File: src/rtl/bdmc_pkg.sv
// ----------------------------------------------------------------------------
// bdmc_pkg
// Shared types and constants of the button debounce and mode control block.
// ----------------------------------------------------------------------------
`default_nettype none

package bdmc_pkg;

    localparam int BUTTON_COUNT = 6;

    localparam int BTN_WARM   = 0;
    localparam int BTN_COOK   = 1;
    localparam int BTN_ADJUST = 2;
    localparam int BTN_MENU   = 3;
    localparam int BTN_HOUR   = 4;
    localparam int BTN_MINUTE = 5;

    localparam int DELAY_W    = 16;
    localparam int STEP_W     = 16;
    localparam int MENU_W     = 4;
    localparam int PRESET_W   = 32;
    localparam int NOW_W      = 32;
    localparam int CFG_DATA_W = 16;
    localparam int CFG_IDX_W  = 2;

    localparam int IN_TDATA_W  = 40;
    localparam int OUT_TDATA_W = 48;

    localparam logic [DELAY_W-1:0] DEBOUNCE_DELAY_RESET = 16'd50;
    localparam logic [MENU_W-1:0]  MENU_TOP_RESET       = 4'd9;
    localparam logic [STEP_W-1:0]  HOUR_STEP_RESET      = 16'd3600;
    localparam logic [STEP_W-1:0]  MINUTE_STEP_RESET    = 16'd300;

    typedef enum logic [CFG_IDX_W-1:0] {
        CFG_DEBOUNCE_DELAY = 2'd0,
        CFG_MENU_TOP       = 2'd1,
        CFG_HOUR_STEP      = 2'd2,
        CFG_MINUTE_STEP    = 2'd3
    } t_cfg_index;

    typedef struct packed {
        logic stable;
        logic press;
    } t_deb_status;

endpackage

`default_nettype wire

File: src/rtl/bdmc_debounce.sv
// ----------------------------------------------------------------------------
// bdmc_debounce
// Debouncer for one button: tracks the previous raw level, the time of the
// last raw change and the stable level, and flags a newly stable press.
// ----------------------------------------------------------------------------
`default_nettype none

module bdmc_debounce #(
    parameter int TIME_BITS = 32
) (
    input  wire logic                           i_clk,
    input  wire logic                           i_rst_n,
    input  wire logic                           i_en,
    input  wire logic                           i_raw,
    input  wire logic [TIME_BITS-1:0]           i_now,
    input  wire logic [bdmc_pkg::DELAY_W-1:0]   i_delay,
    output bdmc_pkg::t_deb_status               o_status
);

    logic                 r_stable;
    logic                 r_prev;
    logic [TIME_BITS-1:0] r_stamp;

    logic [TIME_BITS-1:0] w_elapsed;
    logic                 w_fire;

    // A raw change restarts the timer, so it can never fire in the same scan.
    assign w_elapsed = i_now - r_stamp;
    assign w_fire    = (i_raw == r_prev) && (w_elapsed > TIME_BITS'(i_delay))
                       && (i_raw != r_stable);

    assign o_status.stable = w_fire ? i_raw : r_stable;
    assign o_status.press  = w_fire && !i_raw;

    always_ff @(posedge i_clk) begin
        if (!i_rst_n) begin
            r_stable <= 1'b1;
            r_prev   <= 1'b1;
            r_stamp  <= '0;
        end else if (i_en) begin
            r_prev <= i_raw;
            if (i_raw != r_prev) begin
                r_stamp <= i_now;
            end
            if (w_fire) begin
                r_stable <= i_raw;
            end
        end
    end

endmodule

`default_nettype wire

File: src/rtl/button_debounce_mode_control.sv
// Datapath: a scan is accepted into the input register, and its result moves into the output register.
// Throughput: one scan per cycle unless the output stalls; the output register
// lets a new scan enter while the previous result still waits to be taken.
// Reset: synchronous, active low; debouncers return to released, modes off,
// menu and preset to zero, configuration registers to their defaults.
// ----------------------------------------------------------------------------
// button_debounce_mode_control
// Six-button debouncer with cooking, warming, adjust and menu mode control
// and a saturating preset time.
// ----------------------------------------------------------------------------
`default_nettype none

module button_debounce_mode_control #(
    parameter int TIME_BITS = 32
) (
    input  wire logic                                  i_clk,
    input  wire logic                                  i_rst_n,
    input  wire logic                                  i_cfg_we,
    input  wire logic [bdmc_pkg::CFG_IDX_W-1:0]        i_cfg_index,
    input  wire logic [bdmc_pkg::CFG_DATA_W-1:0]       i_cfg_data,
    input  wire logic                                  s_axis_tvalid,
    output      logic                                  s_axis_tready,
    // [5:0] button_levels, [37:6] now_ms, [39:38] zero
    input  wire logic [bdmc_pkg::IN_TDATA_W-1:0]       s_axis_tdata,
    output      logic                                  m_axis_tvalid,
    input  wire logic                                  m_axis_tready,
    // [0] cooking_on, [1] warming_on, [2] adjust_on, [6:3] menu_number,
    // [38:7] preset_seconds, [44:39] stable_levels, [47:45] zero
    output      logic [bdmc_pkg::OUT_TDATA_W-1:0]      m_axis_tdata
);

    localparam int NB = bdmc_pkg::BUTTON_COUNT;

    logic [bdmc_pkg::DELAY_W-1:0]  r_debounce_delay;
    logic [bdmc_pkg::MENU_W-1:0]   r_menu_top;
    logic [bdmc_pkg::STEP_W-1:0]   r_hour_step;
    logic [bdmc_pkg::STEP_W-1:0]   r_minute_step;

    logic                          r_in_valid;
    logic [NB-1:0]                 r_in_levels;
    logic [bdmc_pkg::NOW_W-1:0]    r_in_now;

    logic [NB-1:0]                 r_pending;
    logic                          r_cook;
    logic                          r_warm;
    logic                          r_adjust;
    logic [bdmc_pkg::MENU_W-1:0]   r_menu;
    logic [bdmc_pkg::PRESET_W-1:0] r_preset;

    logic                          r_out_valid;
    logic [bdmc_pkg::OUT_TDATA_W-1:0] r_out_data;

    logic [NB-1:0]                 n_pending;
    logic                          n_cook;
    logic                          n_warm;
    logic                          n_adjust;
    logic [bdmc_pkg::MENU_W-1:0]   n_menu;
    logic [bdmc_pkg::PRESET_W-1:0] n_preset;

    logic                          w_advance;
    bdmc_pkg::t_deb_status         w_status [NB];
    logic [NB-1:0]                 w_stable;
    logic [NB-1:0]                 w_press;

    logic [bdmc_pkg::PRESET_W:0]   w_sum_h;
    logic [bdmc_pkg::PRESET_W:0]   w_sum_m;
    logic [bdmc_pkg::PRESET_W:0]   w_sum_hm;
    logic [bdmc_pkg::STEP_W:0]     w_step_hm;
    logic [bdmc_pkg::PRESET_W-1:0] w_sat_h;
    logic [bdmc_pkg::PRESET_W-1:0] w_sat_m;
    logic [bdmc_pkg::PRESET_W-1:0] w_sat_hm;

    assign w_advance     = r_in_valid && (!r_out_valid || m_axis_tready);
    assign s_axis_tready = !r_in_valid || w_advance;
    assign m_axis_tvalid = r_out_valid;
    assign m_axis_tdata  = r_out_data;

    always_ff @(posedge i_clk) begin
        if (!i_rst_n) begin
            r_debounce_delay <= bdmc_pkg::DEBOUNCE_DELAY_RESET;
            r_menu_top       <= bdmc_pkg::MENU_TOP_RESET;
            r_hour_step      <= bdmc_pkg::HOUR_STEP_RESET;
            r_minute_step    <= bdmc_pkg::MINUTE_STEP_RESET;
        end else if (i_cfg_we) begin
            case (bdmc_pkg::t_cfg_index'(i_cfg_index))
                bdmc_pkg::CFG_DEBOUNCE_DELAY: r_debounce_delay <= i_cfg_data;
                bdmc_pkg::CFG_MENU_TOP: begin
                    r_menu_top <= i_cfg_data[bdmc_pkg::MENU_W-1:0];
                end
                bdmc_pkg::CFG_HOUR_STEP:      r_hour_step <= i_cfg_data;
                bdmc_pkg::CFG_MINUTE_STEP:    r_minute_step <= i_cfg_data;
                default: begin
                end
            endcase
        end
    end

    always_ff @(posedge i_clk) begin
        if (!i_rst_n) begin
            r_in_valid <= 1'b0;
        end else if (s_axis_tready) begin
            r_in_valid <= s_axis_tvalid;
        end
    end

    always_ff @(posedge i_clk) begin
        if (s_axis_tvalid && s_axis_tready) begin
            r_in_levels <= s_axis_tdata[NB-1:0];
            r_in_now    <= s_axis_tdata[NB +: bdmc_pkg::NOW_W];
        end
    end

    for (genvar g = 0; g < NB; g++) begin : g_deb
        bdmc_debounce #(
            .TIME_BITS (TIME_BITS)
        ) u_deb (
            .i_clk    (i_clk),
            .i_rst_n  (i_rst_n),
            .i_en     (w_advance),
            .i_raw    (r_in_levels[g]),
            .i_now    (r_in_now[TIME_BITS-1:0]),
            .i_delay  (r_debounce_delay),
            .o_status (w_status[g])
        );
        assign w_stable[g] = w_status[g].stable;
        assign w_press[g]  = w_status[g].press;
    end

    // Both adjust presses of one scan saturate once on the combined sum.
    assign w_step_hm = {1'b0, r_hour_step} + {1'b0, r_minute_step};
    assign w_sum_h   = {1'b0, r_preset} + (bdmc_pkg::PRESET_W+1)'(r_hour_step);
    assign w_sum_m   = {1'b0, r_preset} + (bdmc_pkg::PRESET_W+1)'(r_minute_step);
    assign w_sum_hm  = {1'b0, r_preset} + (bdmc_pkg::PRESET_W+1)'(w_step_hm);
    assign w_sat_h   = w_sum_h[bdmc_pkg::PRESET_W]  ? '1 : w_sum_h[bdmc_pkg::PRESET_W-1:0];
    assign w_sat_m   = w_sum_m[bdmc_pkg::PRESET_W]  ? '1 : w_sum_m[bdmc_pkg::PRESET_W-1:0];
    assign w_sat_hm  = w_sum_hm[bdmc_pkg::PRESET_W] ? '1 : w_sum_hm[bdmc_pkg::PRESET_W-1:0];

    always_comb begin
        n_pending = r_pending | w_press;
        n_cook    = r_cook;
        n_warm    = r_warm;
        n_adjust  = r_adjust;
        n_menu    = r_menu;
        n_preset  = r_preset;

        if (n_pending[bdmc_pkg::BTN_ADJUST]) begin
            n_adjust = !r_adjust;
            n_pending[bdmc_pkg::BTN_ADJUST] = 1'b0;
        end else if (n_pending[bdmc_pkg::BTN_COOK]) begin
            n_cook = 1'b1;
            n_warm = 1'b0;
            n_pending[bdmc_pkg::BTN_COOK] = 1'b0;
        end else if (n_pending[bdmc_pkg::BTN_WARM]) begin
            if (r_cook) begin
                n_cook = 1'b0;
            end else if (r_warm) begin
                n_warm = 1'b0;
            end else begin
                n_warm = 1'b1;
            end
            n_pending[bdmc_pkg::BTN_WARM] = 1'b0;
        end else if (n_pending[bdmc_pkg::BTN_MENU]) begin
            n_menu = (r_menu < r_menu_top) ? r_menu + 1'b1 : '0;
            n_pending[bdmc_pkg::BTN_MENU] = 1'b0;
        end

        if (n_adjust) begin
            n_cook = 1'b0;
            n_warm = 1'b0;
            if (n_pending[bdmc_pkg::BTN_HOUR] && n_pending[bdmc_pkg::BTN_MINUTE]) begin
                n_preset = w_sat_hm;
            end else if (n_pending[bdmc_pkg::BTN_HOUR]) begin
                n_preset = w_sat_h;
            end else if (n_pending[bdmc_pkg::BTN_MINUTE]) begin
                n_preset = w_sat_m;
            end
            n_pending[bdmc_pkg::BTN_HOUR]   = 1'b0;
            n_pending[bdmc_pkg::BTN_MINUTE] = 1'b0;
        end
    end

    always_ff @(posedge i_clk) begin
        if (!i_rst_n) begin
            r_pending <= '0;
            r_cook    <= 1'b0;
            r_warm    <= 1'b0;
            r_adjust  <= 1'b0;
            r_menu    <= '0;
            r_preset  <= '0;
        end else if (w_advance) begin
            r_pending <= n_pending;
            r_cook    <= n_cook;
            r_warm    <= n_warm;
            r_adjust  <= n_adjust;
            r_menu    <= n_menu;
            r_preset  <= n_preset;
        end
    end

    always_ff @(posedge i_clk) begin
        if (!i_rst_n) begin
            r_out_valid <= 1'b0;
        end else if (w_advance) begin
            r_out_valid <= 1'b1;
        end else if (m_axis_tready) begin
            r_out_valid <= 1'b0;
        end
    end

    always_ff @(posedge i_clk) begin
        if (w_advance) begin
            r_out_data <= {3'b000, w_stable, n_preset, n_menu, n_adjust, n_warm, n_cook};
        end
    end

endmodule

`default_nettype wire

File: config.mk
export PLATFORM = sky130hd
export DESIGN_NAME = button_debounce_mode_control
export DESIGN_NICKNAME = d
export VERILOG_FILES = /design/src/rtl/bdmc_pkg.sv /design/src/rtl/bdmc_debounce.sv /design/src/rtl/button_debounce_mode_control.sv
export SDC_FILE = /design/constraint.sdc
export NUM_CORES = 2
export LEC_CHECK = 0
export BUFFER_PORTS_ARGS = -buffer_cell sky130_fd_sc_hd__buf_2
export CAP_MARGIN = 25
export CORE_UTILIZATION = 50
export CTS_BUF_LIST = sky130_fd_sc_hd__clkbuf_8
export DETAILED_ROUTE_END_ITERATION = 6
export GPL_ROUTABILITY_DRIVEN = 0
export PLACE_DENSITY = 0.69
export SLEW_MARGIN = 25
export SYNTH_ARGS = -nofsm -noshare
export SYNTH_HDL_FRONTEND = slang
export SYNTH_SLANG_ARGS = --single-unit
File: constraint.sdc
create_clock -name i_clk -period 12.1 [get_ports i_clk]
set_clock_uncertainty 0.2 [all_clocks]
set_input_delay 1.21 -clock i_clk [delete_from_list [all_inputs] [get_ports i_clk]]
set_output_delay 1.21 -clock i_clk [all_outputs]
set_load 0.005 [all_outputs]
==> impl_metrics.csv <==
group,metric,value,unit
worst_setup_path,critical_path_data_required_time,12.50,ns
placed_design,port_buffers,107,
finish,final_nets,4632,
worst_setup_path,critical-path-max-stage-delay,0.58,ns
logic_synthesis,cell_area_after_technology_mapping,0.0316,mm2
power,cellPowerDensity,112,mW/mm2
clock_tree,quantity_of_gates_resized_following_cts,0,
die,floorplan.rows,91,
worst_setup_path,worst_ep_arrival_time,8.01,ns
global_routing,grt_antenna_before_repair,5,
sta,totalNegativeSetupSlack,0,ns
finish,mostFrequentLayoutCell,"nand2_1",
finish,multiInputGateArea,0.0213,mm2
clock_tree,clkSlewWorstSetupHoldPaths,0.06,ns
worst_setup_path,cp_cell_sequence,"inv_1 > ha_1 > inv_1 > fa_1 > a211oi_1 > o21ai_1 > and3_1 > a21oi_1 > xnor2_1 > ha_1 > nand4_1 > or4_1 > o22ai_1 > o2111ai_1 > a2111oi_0 > o2111ai_1 > nor4_1 > nand4_1 > a31o_2 > nand4b_2 > or4_1 > a21oi_1",
die,starting_density_of_the_core,50.9,%
worst_setup_path,setup.worst_path.end_class,"flop",
drt,routed_via_density,5.90,
drt,detail_route.wirelength,93500,um
finish,number_of_fill_cells_in_the_layout,5935,
logic_synthesis,synthDistinctLibCells,102,
logic_synthesis,postSynth.topFlopCell,"dfxtp_1",
clock_tree,htree_num_levels,3,
placed_design,place_hpwl,67100,um
placed_design,place.detailed.instances,4971,
logic_synthesis,synth.avg_cell_area,7.62,um2
sta,fmax,131,MHz
clock_tree,cts_made_buffers,74,
clock_tree,cts_hold_buffers,0,
run,cap_viol_max_count,0,
finish,regArea,0.00854,mm2
worst_setup_path,worstSetupPathType,"flop to flop",
drt,routed-via-count,30100,
die,full_die_area,0.0642,mm2
worst_hold_path,hold_class,"flop to flop",
sta,max_slew_margin,38.1,%
finish,drive_gt1_share,8.04,%
clock_tree,cts_tree,"yes",
die,top_level_ports,113,
outcome,run_status,"finished, final reports clean",
worst_setup_path,cp-start-kind,"flop",
logic_synthesis,synth.yosys.seq_area_share,27.0,%
logic_synthesis,yosys_register_bits,385,
drt,drtIter0Drc,2380,
sta,hold_viol,0,
global_routing,grt_pass1_wl,146000,um
drt,drt_drc_violations_left,0,
finish,area_added_between_synthesis_and_finish,9.31,%
logic_synthesis,synth.yosys.warnings,0,
clock_tree,post-cts-setup-buffer-count,0,
power,power.leakage,13.6,nW
global_routing,grt_max_degree,125,
drt,route.detailed.wl_per_inst,18.3,um
die,die-height,253,um
die,core_area,0.0621,mm2
logic_synthesis,async_reset_ff_share,0,%
sta,setup_viol_count_final,0,
clock_tree,clock_tree.buffer_depth,3,
finish,final_cell_count_no_fill,5108,
die,die_w,253,um
clock_tree,clkSinkCount,385,
sta,period_minus_slack,7.61,ns
global_routing,grt_overflow_total,0,
drt,ant_nets,0,
worst_setup_path,worst-path-max-fanout,14,
worst_setup_path,master_of_the_slowest_instance_on_the_critical_path,"or4_1",
logic_synthesis,number_of_enable_flip_flop_cells_after_synthesis,83,
sta,max_slew.worst_pin.slew,0.928,ns
drt,drt_first_pass_iters,7,
finish,mostFrequentLayoutCells,"nand2_1, a21oi_1, ha_1",
clock_tree,worstSkewPairLatency,0.67,ns
sta,final_min_period_over_clock_period,62.9,%
clock_tree,cts.root.buffer_cell,"clkbuf_8",
sta,finalMaxSlewViolations,0,
global_routing,grt_usage,28.6,%
power,ir_drop,0.0699,mV
logic_synthesis,synth_cells,4148,
sta,rsz0062_at_grt,"false",
global_routing,grt_pass1_vias,27200,
[where the power goes]
part	internal, mW	leakage, nW	switching (mW)
clock network	0.798	0.880	0.617
registers	1.37	3.25	0.0368
logic	0.411	9.46	0.643
[kinds of logic (layout without fill, tap and decap cells)]
group / after synthesis / in the layout / synth area share, %
and+or+nand+nor: 1458 / 1458 / 20.9
AOI/OAI and AO/OA: 1255 / 1255 / 24.9
xor gates and xnor gates: 161 / 161 / 4.46
adders and majority gates: 359 / 359 / 14.8
buffers and inverters: 459 / 577 / 5.59
DFF: 385 / 385 / 27.0
muxes: 70 / 70 / 2.32
other: 1 / 6 / 0.0119
[critical path: cells and delay by family (launching register included)]
kind | cells | cell delay, ns
AOI/OAI and AO/OA | 9 | 2.58
xor gates and xnor gates | 1 | 0.14
adders and majority gates | 3 | 0.97
buffers and inverters | 2 | 0.36
DFF | 1 | 0.52
and+or+nand+nor | 7 | 2.75
[layout make-up]
class | instances | area share [%]
clock inverter | 45 | 1.08
tap | 837 | 3.03
multi-input combinational | 3306 | 61.8
antenna | 3 | 0.0217
timing repair buffer | 161 | 2.72
clock buffer | 89 | 3.55
sequential | 385 | 24.7
inverter | 282 | 3.09
[flip-flops by register name, summed over array words and instances, names as in the netlist, 5 cells and up]
name,cells
m_axis_tdata,45
g_deb.u_deb.r_stamp,192
r_preset,32
r_in_levels,6
r_in_now,32
r_minute_step,16
r_pending,5
r_hour_step,16
r_debounce_delay,16
g_deb.u_deb.r_stable,6
g_deb.u_deb.r_prev,6
[per-stage QoR]
stage	hold WS (ns)	power (mW)	utilization, %	setup WS [ns]	cell area [um2]
after floorplan	0.236	2.20	-	6.10	31600
after global placement	0.242	2.45	53.1	4.71	32900
after CTS	0.253	3.89	55.6	4.59	34500
after detailed placement	0.246	2.46	53.1	4.62	32900
after global routing	0.265	4.09	55.7	4.05	34500
final	0.252	3.87	55.7	4.49	34500
[Yosys cell counts, types with 9 or more instances]
cell	n	share of area, %
ha_1	334	13
o21ai_1	21	0.33
a31oi_1	39	0.77
o31ai_1	24	0.57
o21ai_0	176	2.8
xnor2_1	102	2.8
nand2b_1	44	0.87
nor3_1	61	0.97
nor2b_1	44	0.87
a21oi_1	529	8.4
a221oi_1	13	0.36
a21o_1	110	2.6
o2111ai_1	9	0.25
nor2_1	249	3.0
clkbuf_1	142	1.7
nand4_1	53	1.0
edfxtp_1	83	7.9
mux2i_1	61	1.9
a311oi_1	12	0.33
buf_2	20	0.32
dfxtp_1	302	19
and3_1	33	0.65
a21boi_0	15	0.36
xor2_1	59	1.6
o21bai_1	19	0.45
o211ai_1	42	1.0
fa_1	25	1.6
nand2_1	740	8.8
o21a_1	49	1.2
inv_1	278	3.3
o22ai_1	12	0.24
buf_1	10	0.12
nand3_1	88	1.4
nor4_1	19	0.38
a211oi_1	47	1.1
o31a_1	18	0.50
or3_1	24	0.48
and2_1	29	0.57
or2_2	17	0.34
a2111oi_0	16	0.44
[layer usage]
layer,global-route usage (%),share of wire (%)
met3,5.35,7.3
met1,38.8,46
met5,0,0.025
met4,9.26,2.6
met2,45.3,44
[final timing paths]
check | start | cells past startpoint | endpoint | slack (ns)
setup reg to reg | r_in_now[0]$_DFFE_PP_ | 22 | r_menu[0]$_SDFFE_PN0P_ | 4.49
hold / removal | g_deb[5].u_deb.r_stamp[30]$_SDFFE_PN0P_ | 2 | g_deb[5].u_deb.r_stamp[30]$_SDFFE_PN0P_ | 0.25
setup / recovery | r_in_now[0]$_DFFE_PP_ | 22 | r_menu[0]$_SDFFE_PN0P_ | 4.49
hold reg to reg | g_deb[5].u_deb.r_stamp[30]$_SDFFE_PN0P_ | 2 | g_deb[5].u_deb.r_stamp[30]$_SDFFE_PN0P_ | 0.25
Note: power is estimated with default switching activity, not from simulation.
